===== config.mk =====
export PLATFORM = sky130hd
export DESIGN_NAME = ipv4_longest_prefix_match_core
export DESIGN_NICKNAME = d
export VERILOG_FILES = /design/src/rtl/ipv4_lpm_pkg.sv /design/src/rtl/ipv4_lpm_ctrl.sv /design/src/rtl/ipv4_lpm_dp.sv /design/src/rtl/ipv4_longest_prefix_match_core.sv
export SDC_FILE = /design/constraint.sdc
export NUM_CORES = 2
export LEC_CHECK = 0
export BUFFER_PORTS_ARGS = -buffer_cell sky130_fd_sc_hd__buf_4
export CAP_MARGIN = 25
export CORE_ASPECT_RATIO = 2
export CORE_MARGIN = 2
export CORE_UTILIZATION = 45
export DETAILED_ROUTE_END_ITERATION = 10
export MAX_ROUTING_LAYER = met4
export RECOVER_POWER = 50
export SLEW_MARGIN = 20
export SYNTH_ARGS = -nofsm -noshare
export SYNTH_HDL_FRONTEND = slang
export SYNTH_HIERARCHICAL = 1
export SYNTH_SLANG_ARGS = --single-unit

===== constraint.sdc =====
create_clock -name clk -period 11.7 [get_ports clk]
set_clock_uncertainty 0.1 [all_clocks]
set_input_delay 2.34 -clock clk [delete_from_list [all_inputs] [get_ports clk]]
set_output_delay 2.34 -clock clk [all_outputs]
set_load 0.02 [all_outputs]

===== src/rtl/ipv4_lpm_pkg.sv =====
package ipv4_lpm_pkg;

    localparam int unsigned ADDR_W    = 32;
    localparam int unsigned LEN_W     = 6;
    localparam int unsigned STATUS_W  = 2;
    localparam int unsigned IN_DATA_W  = 40;
    localparam int unsigned OUT_DATA_W = 48;

    localparam logic [LEN_W-1:0] LEN_MAX = 6'd32;

    localparam logic OP_INSERT = 1'b0;
    localparam logic OP_LOOKUP = 1'b1;

    localparam logic [STATUS_W-1:0] ST_OK      = 2'd0;
    localparam logic [STATUS_W-1:0] ST_FULL    = 2'd1;
    localparam logic [STATUS_W-1:0] ST_BAD_LEN = 2'd2;

    typedef struct packed {
        logic [ADDR_W-1:0] prefix;
        logic [LEN_W-1:0]  length;
    } entry_t;

    typedef struct packed {
        logic load;
        logic rd;
        logic finish;
    } dp_cmd_t;

    typedef struct packed {
        logic out_free;
        logic scan_skip;
        logic scan_last;
    } dp_status_t;

    function automatic logic [ADDR_W-1:0] net_mask(input logic [LEN_W-1:0] len);
        logic [ADDR_W-1:0] m;
        if (len == '0 || len > LEN_MAX)
        begin
            m = '0;
        end
        else
        begin
            m = ~({ADDR_W{1'b1}} >> len);
        end
        return m;
    endfunction

endpackage


===== src/rtl/ipv4_lpm_ctrl.sv =====
module ipv4_lpm_ctrl (
    input  logic                    clk,
    input  logic                    rst_n,
    input  logic                    s_axis_tvalid,
    output logic                    s_axis_tready,
    input  ipv4_lpm_pkg::dp_status_t sts,
    output ipv4_lpm_pkg::dp_cmd_t    cmd
);

    typedef enum logic [2:0] {
        S_IDLE,
        S_START,
        S_SCAN,
        S_DRAIN,
        S_DONE
    } state_t;

    state_t state_reg;
    state_t state_next;

    always_comb
    begin
        state_next    = state_reg;
        s_axis_tready = 1'b0;
        cmd           = '0;
        case (state_reg)
            S_IDLE:
            begin
                s_axis_tready = 1'b1;
                if (s_axis_tvalid)
                begin
                    cmd.load   = 1'b1;
                    state_next = S_START;
                end
            end
            S_START:
            begin
                state_next = sts.scan_skip ? S_DONE : S_SCAN;
            end
            S_SCAN:
            begin
                cmd.rd = 1'b1;
                if (sts.scan_last)
                begin
                    state_next = S_DRAIN;
                end
            end
            S_DRAIN:
            begin
                state_next = S_DONE;
            end
            S_DONE:
            begin
                if (sts.out_free)
                begin
                    cmd.finish = 1'b1;
                    state_next = S_IDLE;
                end
            end
            default:
            begin
                state_next = S_IDLE;
            end
        endcase
    end

    always_ff @(posedge clk or negedge rst_n)
    begin
        if (!rst_n)
        begin
            state_reg <= S_IDLE;
        end
        else
        begin
            state_reg <= state_next;
        end
    end

    a_finish_free: assert property (@(posedge clk) disable iff (!rst_n)
        cmd.finish |-> sts.out_free)
        else $error("result issued into an occupied output register");

    a_scan_not_skipped: assert property (@(posedge clk) disable iff (!rst_n)
        cmd.rd |-> !sts.scan_skip)
        else $error("table read while the scan should be skipped");

    a_drain_after_read: assert property (@(posedge clk) disable iff (!rst_n)
        (state_reg == S_DRAIN) |-> $past(cmd.rd))
        else $error("drain entered without a final read");

endmodule


===== src/rtl/ipv4_lpm_dp.sv =====
module ipv4_lpm_dp #(
    parameter int ENTRIES = 64
) (
    input  logic                                   clk,
    input  logic                                   rst_n,
    input  logic [ipv4_lpm_pkg::IN_DATA_W-1:0]     s_axis_tdata,
    input  logic                                   s_axis_tuser,
    output logic                                   m_axis_tvalid,
    input  logic                                   m_axis_tready,
    output logic [ipv4_lpm_pkg::OUT_DATA_W-1:0]    m_axis_tdata,
    input  ipv4_lpm_pkg::dp_cmd_t                  cmd,
    output ipv4_lpm_pkg::dp_status_t               sts
);

    localparam int IW = (ENTRIES > 1) ? $clog2(ENTRIES) : 1;
    localparam int CW = $clog2(ENTRIES + 1);
    localparam int AW = ipv4_lpm_pkg::ADDR_W;
    localparam int LW = ipv4_lpm_pkg::LEN_W;
    localparam int SW = ipv4_lpm_pkg::STATUS_W;

    ipv4_lpm_pkg::entry_t mem [ENTRIES];

    logic          op_reg;
    logic [AW-1:0] addr_reg;
    logic [AW-1:0] pfx_reg;
    logic [LW-1:0] len_reg;

    logic [IW-1:0] idx_reg;
    logic [CW-1:0] count_reg;
    logic          rd_vld_reg;
    ipv4_lpm_pkg::entry_t rd_entry_reg;

    logic          dup_reg;
    logic [LW-1:0] best_len_reg;
    logic [AW-1:0] best_pfx_reg;

    logic          out_vld_reg;
    logic [SW-1:0] out_status_reg;
    logic          out_found_reg;
    logic [AW-1:0] out_pfx_reg;
    logic [LW-1:0] out_len_reg;

    logic          len_bad;
    logic          full;
    logic          hit_dup;
    logic          hit_match;
    logic          commit;
    logic [SW-1:0] status_next;
    logic [AW-1:0] in_addr;
    logic [LW-1:0] in_len;

    assign in_addr = s_axis_tdata[AW-1:0];
    assign in_len  = s_axis_tdata[AW+LW-1:AW];

    assign len_bad = (len_reg == '0) || (len_reg > ipv4_lpm_pkg::LEN_MAX);
    assign full    = (count_reg == CW'(ENTRIES));

    assign hit_dup   = rd_vld_reg && (rd_entry_reg.length == len_reg)
                       && (rd_entry_reg.prefix == pfx_reg);
    assign hit_match = rd_vld_reg && (rd_entry_reg.length > best_len_reg)
                       && ((addr_reg & ipv4_lpm_pkg::net_mask(rd_entry_reg.length))
                           == rd_entry_reg.prefix);

    always_comb
    begin
        status_next = ipv4_lpm_pkg::ST_OK;
        commit      = 1'b0;
        if (op_reg == ipv4_lpm_pkg::OP_INSERT)
        begin
            if (len_bad)
            begin
                status_next = ipv4_lpm_pkg::ST_BAD_LEN;
            end
            else if (!dup_reg)
            begin
                if (full)
                begin
                    status_next = ipv4_lpm_pkg::ST_FULL;
                end
                else
                begin
                    commit = cmd.finish;
                end
            end
        end
    end

    assign sts.out_free  = !out_vld_reg || m_axis_tready;
    assign sts.scan_skip = (count_reg == '0)
                           || ((op_reg == ipv4_lpm_pkg::OP_INSERT) && len_bad);
    assign sts.scan_last = (CW'(idx_reg) == count_reg - CW'(1));

    // control state
    always_ff @(posedge clk or negedge rst_n)
    begin
        if (!rst_n)
        begin
            idx_reg     <= '0;
            count_reg   <= '0;
            rd_vld_reg  <= 1'b0;
            out_vld_reg <= 1'b0;
        end
        else
        begin
            rd_vld_reg <= cmd.rd;
            if (cmd.load)
            begin
                idx_reg <= '0;
            end
            else if (cmd.rd)
            begin
                idx_reg <= idx_reg + IW'(1);
            end
            if (commit)
            begin
                count_reg <= count_reg + CW'(1);
            end
            if (cmd.finish)
            begin
                out_vld_reg <= 1'b1;
            end
            else if (m_axis_tready)
            begin
                out_vld_reg <= 1'b0;
            end
        end
    end

    // payload
    always_ff @(posedge clk)
    begin
        if (cmd.load)
        begin
            op_reg       <= s_axis_tuser;
            addr_reg     <= in_addr;
            pfx_reg      <= in_addr & ipv4_lpm_pkg::net_mask(in_len);
            len_reg      <= in_len;
            dup_reg      <= 1'b0;
            best_len_reg <= '0;
            best_pfx_reg <= '0;
        end
        else
        begin
            if (hit_dup)
            begin
                dup_reg <= 1'b1;
            end
            if (hit_match)
            begin
                best_len_reg <= rd_entry_reg.length;
                best_pfx_reg <= rd_entry_reg.prefix;
            end
        end
        if (cmd.rd)
        begin
            rd_entry_reg <= mem[idx_reg];
        end
        if (commit)
        begin
            mem[count_reg[IW-1:0]] <= '{prefix: pfx_reg, length: len_reg};
        end
        if (cmd.finish)
        begin
            out_status_reg <= status_next;
            if (op_reg == ipv4_lpm_pkg::OP_LOOKUP)
            begin
                out_found_reg <= (best_len_reg != '0);
                out_pfx_reg   <= best_pfx_reg;
                out_len_reg   <= best_len_reg;
            end
            else
            begin
                out_found_reg <= 1'b0;
                out_pfx_reg   <= '0;
                out_len_reg   <= '0;
            end
        end
    end

    assign m_axis_tvalid = out_vld_reg;
    assign m_axis_tdata  = {7'b0, out_len_reg, out_pfx_reg, out_found_reg, out_status_reg};

    a_count_bound: assert property (@(posedge clk) disable iff (!rst_n)
        count_reg <= CW'(ENTRIES))
        else $error("entry count beyond table depth");

    a_commit_count: assert property (@(posedge clk) disable iff (!rst_n)
        commit |=> count_reg == $past(count_reg) + CW'(1))
        else $error("insert did not advance the entry count");

    a_no_read_on_finish: assert property (@(posedge clk) disable iff (!rst_n)
        cmd.finish |-> !rd_vld_reg && !cmd.rd)
        else $error("result taken while the scan is still in flight");

endmodule


===== src/rtl/ipv4_longest_prefix_match_core.sv =====
// IPv4 longest-prefix-match table of ENTRIES prefixes. Each input word is an
// insert (tuser 0) or a lookup (tuser 1) and yields exactly one result word.
// Prefixes are stored with host bits cleared in the next free slot and never
// removed; a repeated prefix is accepted without change, a length of 0 or
// above 32 is rejected, and a new prefix on a full table reports full. A
// lookup returns the longest stored prefix covering the address. Both kinds
// scan the stored entries through the single read port of the table memory,
// one entry per cycle, except that an insert with a bad length or any item
// on an empty table skips the scan. A new word is accepted while the
// previous result waits in the output register; an item whose result is
// ready before that register frees holds the input until the receiver takes
// the waiting word.
module ipv4_longest_prefix_match_core #(
    parameter int ENTRIES = 64
) (
    input  logic        clk,
    input  logic        rst_n,
    input  logic        s_axis_tvalid,
    output logic        s_axis_tready,
    input  logic [39:0] s_axis_tdata,   // address[31:0], prefix_length[37:32]
    input  logic        s_axis_tuser,   // operation[0]
    output logic        m_axis_tvalid,
    input  logic        m_axis_tready,
    output logic [47:0] m_axis_tdata    // status[1:0], match_found[2],
                                        // match_prefix[34:3], match_length[40:35]
);

    ipv4_lpm_pkg::dp_cmd_t    cmd;
    ipv4_lpm_pkg::dp_status_t sts;

    ipv4_lpm_ctrl u_ctrl (
        .clk           (clk),
        .rst_n         (rst_n),
        .s_axis_tvalid (s_axis_tvalid),
        .s_axis_tready (s_axis_tready),
        .sts           (sts),
        .cmd           (cmd)
    );

    ipv4_lpm_dp #(
        .ENTRIES (ENTRIES)
    ) u_dp (
        .clk           (clk),
        .rst_n         (rst_n),
        .s_axis_tdata  (s_axis_tdata),
        .s_axis_tuser  (s_axis_tuser),
        .m_axis_tvalid (m_axis_tvalid),
        .m_axis_tready (m_axis_tready),
        .m_axis_tdata  (m_axis_tdata),
        .cmd           (cmd),
        .sts           (sts)
    );

endmodule

# After elaboration in Yosys (flattened, before gate mapping)
# Memories as Yosys holds them, arrays and structs flattened. A register that Yosys moved wholly into a read port is not among the register bits.
# Index checks and enable logic that the tools add are counted.
dict set report totals {
  in_bits 45
  elab_cells 92
  rom_bits 0
  ff_bits 169
  out_inout_bits 50
  latchBits 0
  memories 1
  mem_bits_rw 2432
}
# memory depth width read_ports rd_clocked_by_memory_dff wr line
set memory_table {}
lappend memory_table {u_dp.mem 64 38 1 1 1 ipv4_lpm_dp.sv:21} ;# ipv4_lpm_pkg::entry_t mem [ENTRIES];
dict set report op_classes {
  n_addsub 3
  mul 0
  n_div 0
  n_eq_ne 12
  bitwise_logic 5
  shifts 2
  n_reduce_logical 21
  muxes 27
  n_lt_le_gt_ge 4
}
# cell n
set op_table {}
lappend op_table {{32-bit two-way mux} 3}
lappend op_table {{32-bit AND} 2}
lappend op_table {{32-bit equality test} 2}
lappend op_table {{32-bit inverter} 2}
lappend op_table {{32-bit by 6-bit right shift with 32-bit output, first input constant} 2}
lappend op_table {{6-bit > comparator, second input constant} 3}
lappend op_table {{6-bit zero test} 3}
lappend op_table {{1-bit two-way mux} 15}
lappend op_table {{3-bit one-hot mux with 5 select lines} 1}
lappend op_table {{3-bit two-way mux} 4}
lappend op_table {{6-bit two-way mux} 2}
lappend op_table {{7-bit by 1-bit adder with 7-bit output, second input constant} 1}
lappend op_table {{6-bit by 7-bit equality test with 1-bit output} 1}
lappend op_table {{7-bit equality test, second input constant} 1}
lappend op_table {{7-bit zero test} 1}
lappend op_table {{7-bit by 1-bit subtractor with 7-bit output, second input constant} 1}
lappend op_table {{6-bit by 1-bit adder with 6-bit output, second input constant} 1}
lappend op_table {{3-bit by 2-bit equality test with 1-bit output, second input constant} 2}
lappend op_table {{6-bit equality test} 1}
lappend op_table {{6-bit > comparator} 1}
lappend op_table {{2-bit inequality test, second input constant} 3}
lappend op_table {{6-bit nonzero test} 1}
lappend op_table {{1-bit logical AND} 5}
lappend op_table {{1-bit logical OR} 5}
lappend op_table {{other kinds (9)} 11}

# Logic depth before layout (Yosys ltp)
dict set report logic_depth {
  depth_word 10
  depth_mapped 13
  ltp_nobuf 10
}

# Cells and area by module
# Netlist, hierarchy kept.
# module instances seq_area_each_um2 area_each_um2 cells_per_inst
set modules_own_cells {}
lappend modules_own_cells {ipv4_lpm_dp 1 78690.5 101557.4 4315}
lappend modules_own_cells {ipv4_lpm_ctrl 1 75.1 155.1 15}

# Worst setup path after synthesis
# No wires, ideal clock.
dict set report synth_timing {
  path_kind {input to register}
  from {input m_axis_tready}
  to {memory u_dp/mem[63][0] in the netlist's numbering (enable)}
  path_buffers 0
  setup_slack_ns 0.932
  t_arrival_ns 10.234
  t_required_ns 11.167
  setup_time_ns 0.433
  path_stages 6
  path_cell_list {nand2b_1 -> nor4b_1 -> nand4_1 -> nor2_1 -> nand3_1 -> nor2_1}
}
# item line
set synth_lines {}
lappend synth_lines {{start, declared} ipv4_longest_prefix_match_core.sv:23} ;# input logic m_axis_tready,
lappend synth_lines {{end, declared} ipv4_lpm_dp.sv:21}

==> impl_results.md <==
- Final min period: 8.26 ns
- Core Area: 225000 µm²
- Critical path class: in2reg
- Cell internal pwr: 16.9 mW
- CTS tree: done
- Status: complete, but fails checks
- Critical Path AT: 8.64 ns
- # placed instances: 7290
- P_sw: 6.07 mW
- Vias in the first global route: 48100
- Reg2Reg Setup Slack: 4.66 ns
- Area Overhead vs Synth: 11.4%
- Max rail drop VDD: 182 µV
- CTS H-tree lvls: 4
- Worst min-delay path category: reg2reg
- DIE AREA: 230000 µm²
- Cts repair resizes: 0
- Post-DRT Antenna Nets: 0
- Failing checks: max-capacitance violations, max-slew violations
- Final Hold Vio Count: 0
- Fmax: 121 MHz
- CP startpoint kind: primary input
- Register area share after synthesis: 77.4%
- Largest register FFs: 2432
- Worst slew margin: -145%
- Synthesized instance count: 4330
- Die W: 340 µm
- Synth Area in Adders: 0.123%
- Total gr overflow: 0
- Final setup viols: 0
- Top FF cell, synth: edfxtp_1
- Maxcap violations: 41
- Rows: 246
- First-pass GRT wire length: 350 mm
- Synthesized-area fraction occupied by and/or/nand/nor cells: 1.77%
- Die height: 676 µm
- Postcts setup bufs: 0
- Synth Warn #: 6
- Clock Path Buffers: 4
- CP required: 12.07 ns
- Post-DR vias/cell: 5.96
- Yosys reg bits: 2639
- Share of async-settable or async-resettable flops after synthesis: 0.682%
- Clk network pwr share: 31.1%
- Gpl congestion: 0.949
- DR iter-0 viols: 4418
- Initial Utilization: 45.3%
- Compound-Gate Fraction of Synth Area: 1.24%
- Clock transition at path regs: 0.07 ns
- Main combinational cell family by area after synthesis: multiplexers
- Root buf cell: clkbuf_16
- Comb power frac: 19.2%
- Power Density: 203 nW/µm²
- Sw frac: 26.4%
- Fill cell count: 17700
- DRT Wirelength: 245 mm
- Sequential power share: 49.7%
- PortBufs: 85
- Final worst-path cycle share: 70.6%
- Max Fanout on Critical Path: 42
- Multi-input logic area: 22300 µm²
- Static Leak: 33.8 nW
- Slew @ Worst Pin: 3.68 ns
- TNS Setup: 0 ns
- FF+latch area: 78800 µm²
- Syn_area_per_cell: 23.5 µm²
- Unrepaired setup endpoints after global routing: no
- Critical Path End Type: register
- Post-synthesis mux area share: 17.7%
- Wire per inst: 31.9 µm
- Clock Sinks: 2639
- Largest net degree at the start of global routing: 154
- Post-Synth XOR/XNOR Area: 0.586%
- # IOs: 95
- Post-synth EDFFs: 2582
- Post-DP HPWL: 141 mm
- Global Route Usage Sum: 22.0%
- DR pass1 iterations: 5
- Share of cells above drive strength 1: 28.5%
- Fin nets: 4596
- Non-Filler Instances: 7690
- Vias after detailed routing: 45900
- Cts hold-fix bufs: 0
- Distinct cell type count after synthesis: 73
- Fin. max-slew vios: 2637
- Initial antenna violation count: 10
- DR DRC count: 0
- Synth Cell Area: 102000 µm²
- CTS Buf Count: 224
- Latest clock arrival within the worst-skew pair: 0.86 ns
## kinds of logic after synthesis
| logic type | Yosys count |
|---|---|
| multiplexers | 801 |
| AO/OA/AOI/OAI | 202 |
| other | 1 |
| adder cells (fa/ha/maj) | 10 |
| XOR/XNOR | 68 |
| flip-flops | 2639 |
| AND/OR/NAND/NOR | 335 |
| buffers and inverters | 274 |
## area by class of cell
| class | instances | area share [%] |
|---|---|---|
| flip-flops and latches | 2639 | 69.5 |
| multi-input cells | 1423 | 19.7 |
| clock buffers | 275 | 5.21 |
| well taps | 2976 | 3.29 |
| repair buffers | 226 | 1.36 |
| clock inverters | 121 | 0.830 |
| inverters | 27 | 0.0894 |
| diodes | 3 | 0.00662 |
## layout by cell type, fill, tap and decap left out, types with 16 or more instances in the layout
cell,synthesis,routed
and2_1,42,16
nand2_1,31,31
xor2_1,16,16
inv_1,27,27
and3_1,16,16
dfxtp_1,39,39
nor2_4,0,64
mux4_2,798,798
xnor2_1,52,52
and2_0,0,26
buf_4,13,132
nor2_1,106,42
clkinv_2,0,41
clkbuf_16,0,226
a21oi_1,61,61
edfxtp_1,2582,2582
clkbuf_1,148,113
nand4_1,53,53
clkinv_1,0,49
o21ai_0,63,63
## through the flow
stage | worst slack (ns) | area (µm²) | util, % | hold slack [ns] | power, mW
after floorplan | 0.932 | 102000 | - | 0.337 | 14.5
after global placement | 4.56 | 107000 | 47.5 | 0.360 | 16.0
after detailed placement | 4.50 | 107000 | 47.5 | 0.365 | 16.1
after CTS | 5.37 | 114000 | 50.6 | 0.372 | 23.2
after global routing | 2.96 | 113000 | 50.4 | 0.392 | 23.8
final | 3.44 | 113000 | 50.4 | 0.371 | 23.0
## metal layers
layer  share of wire (%)  GRT usage [%]  vias to the layer above
met3                 4.4           2.03                      456
met5                   0              -                        -
met1                  37           26.0                    25100
li1                    -              -                    18900
met4                 3.5           6.75                        0
met2                  55           39.6                     1372
## critical path, stage by stage
cell and delay [ns]:
clkbuf_4 0.09, nand2b_1 0.19, nor4b_1 0.36, clkbuf_1 1.88, nand4_1 0.89, nor2_1 0.51
nand3_1 0.81, nor2_4 0.91, buf_4 0.54
## Yosys cell counts (5+ instances only)
library cell | number | area, µm²
edfxtp_1 | 2582 | 77500
mux4_2 | 798 | 18000
clkbuf_1 | 148 | 556
nor2_1 | 106 | 398
buf_1 | 65 | 244
o21ai_0 | 63 | 315
a21oi_1 | 61 | 305
nand4_1 | 53 | 332
xnor2_1 | 52 | 455
and2_1 | 42 | 263
dfxtp_1 | 39 | 781
nand2_1 | 31 | 116
inv_1 | 27 | 101
dfrtp_1 | 18 | 450
and3_1 | 16 | 100
xor2_1 | 16 | 140
buf_4 | 13 | 97.6
nand3_1 | 13 | 65.1
buf_2 | 12 | 60.1
ha_1 | 10 | 125
nor3_1 | 9 | 45.0
nor4_1 | 9 | 56.3
nand2b_1 | 8 | 50.1
a21o_1 | 7 | 52.6
o211a_1 | 7 | 70.1
o22ai_1 | 7 | 43.8
or2_2 | 7 | 43.8
or3_1 | 7 | 43.8
a31oi_1 | 6 | 37.5
buf_6 | 6 | 67.6
nor2b_1 | 6 | 37.5
nor3b_1 | 6 | 45.0
o311a_1 | 5 | 50.1
## power groups by stage
stage | registers, mW | clock network (mW) | logic [mW]
floorplan | 11.7 | 0 | 2.82
CTS | 11.3 | 7.31 | 4.53
global placement | 11.5 | 0 | 4.46
finish | 11.4 | 7.15 | 4.42
detailed placement | 11.5 | 0 | 4.53
global route | 11.5 | 7.62 | 4.70
## path summary, 6_finish.rpt
check                                     start              endpoint  cells after the start
setup / recovery                  m_axis_tready      u_dp/mem[19][21]                      9
hold / removal             u_dp/best_pfx_reg[0]  u_dp/best_pfx_reg[0]                      2
setup reg to reg             u_dp/m_axis_tvalid      u_dp/mem[19][21]                      8
hold reg to reg            u_dp/best_pfx_reg[0]  u_dp/best_pfx_reg[0]                      2
max in group asynchronous                 rst_n       u_dp/idx_reg[1]                      1
min in group asynchronous                 rst_n    u_dp/m_axis_tvalid                      1
(Power assumes the default switching activity.)
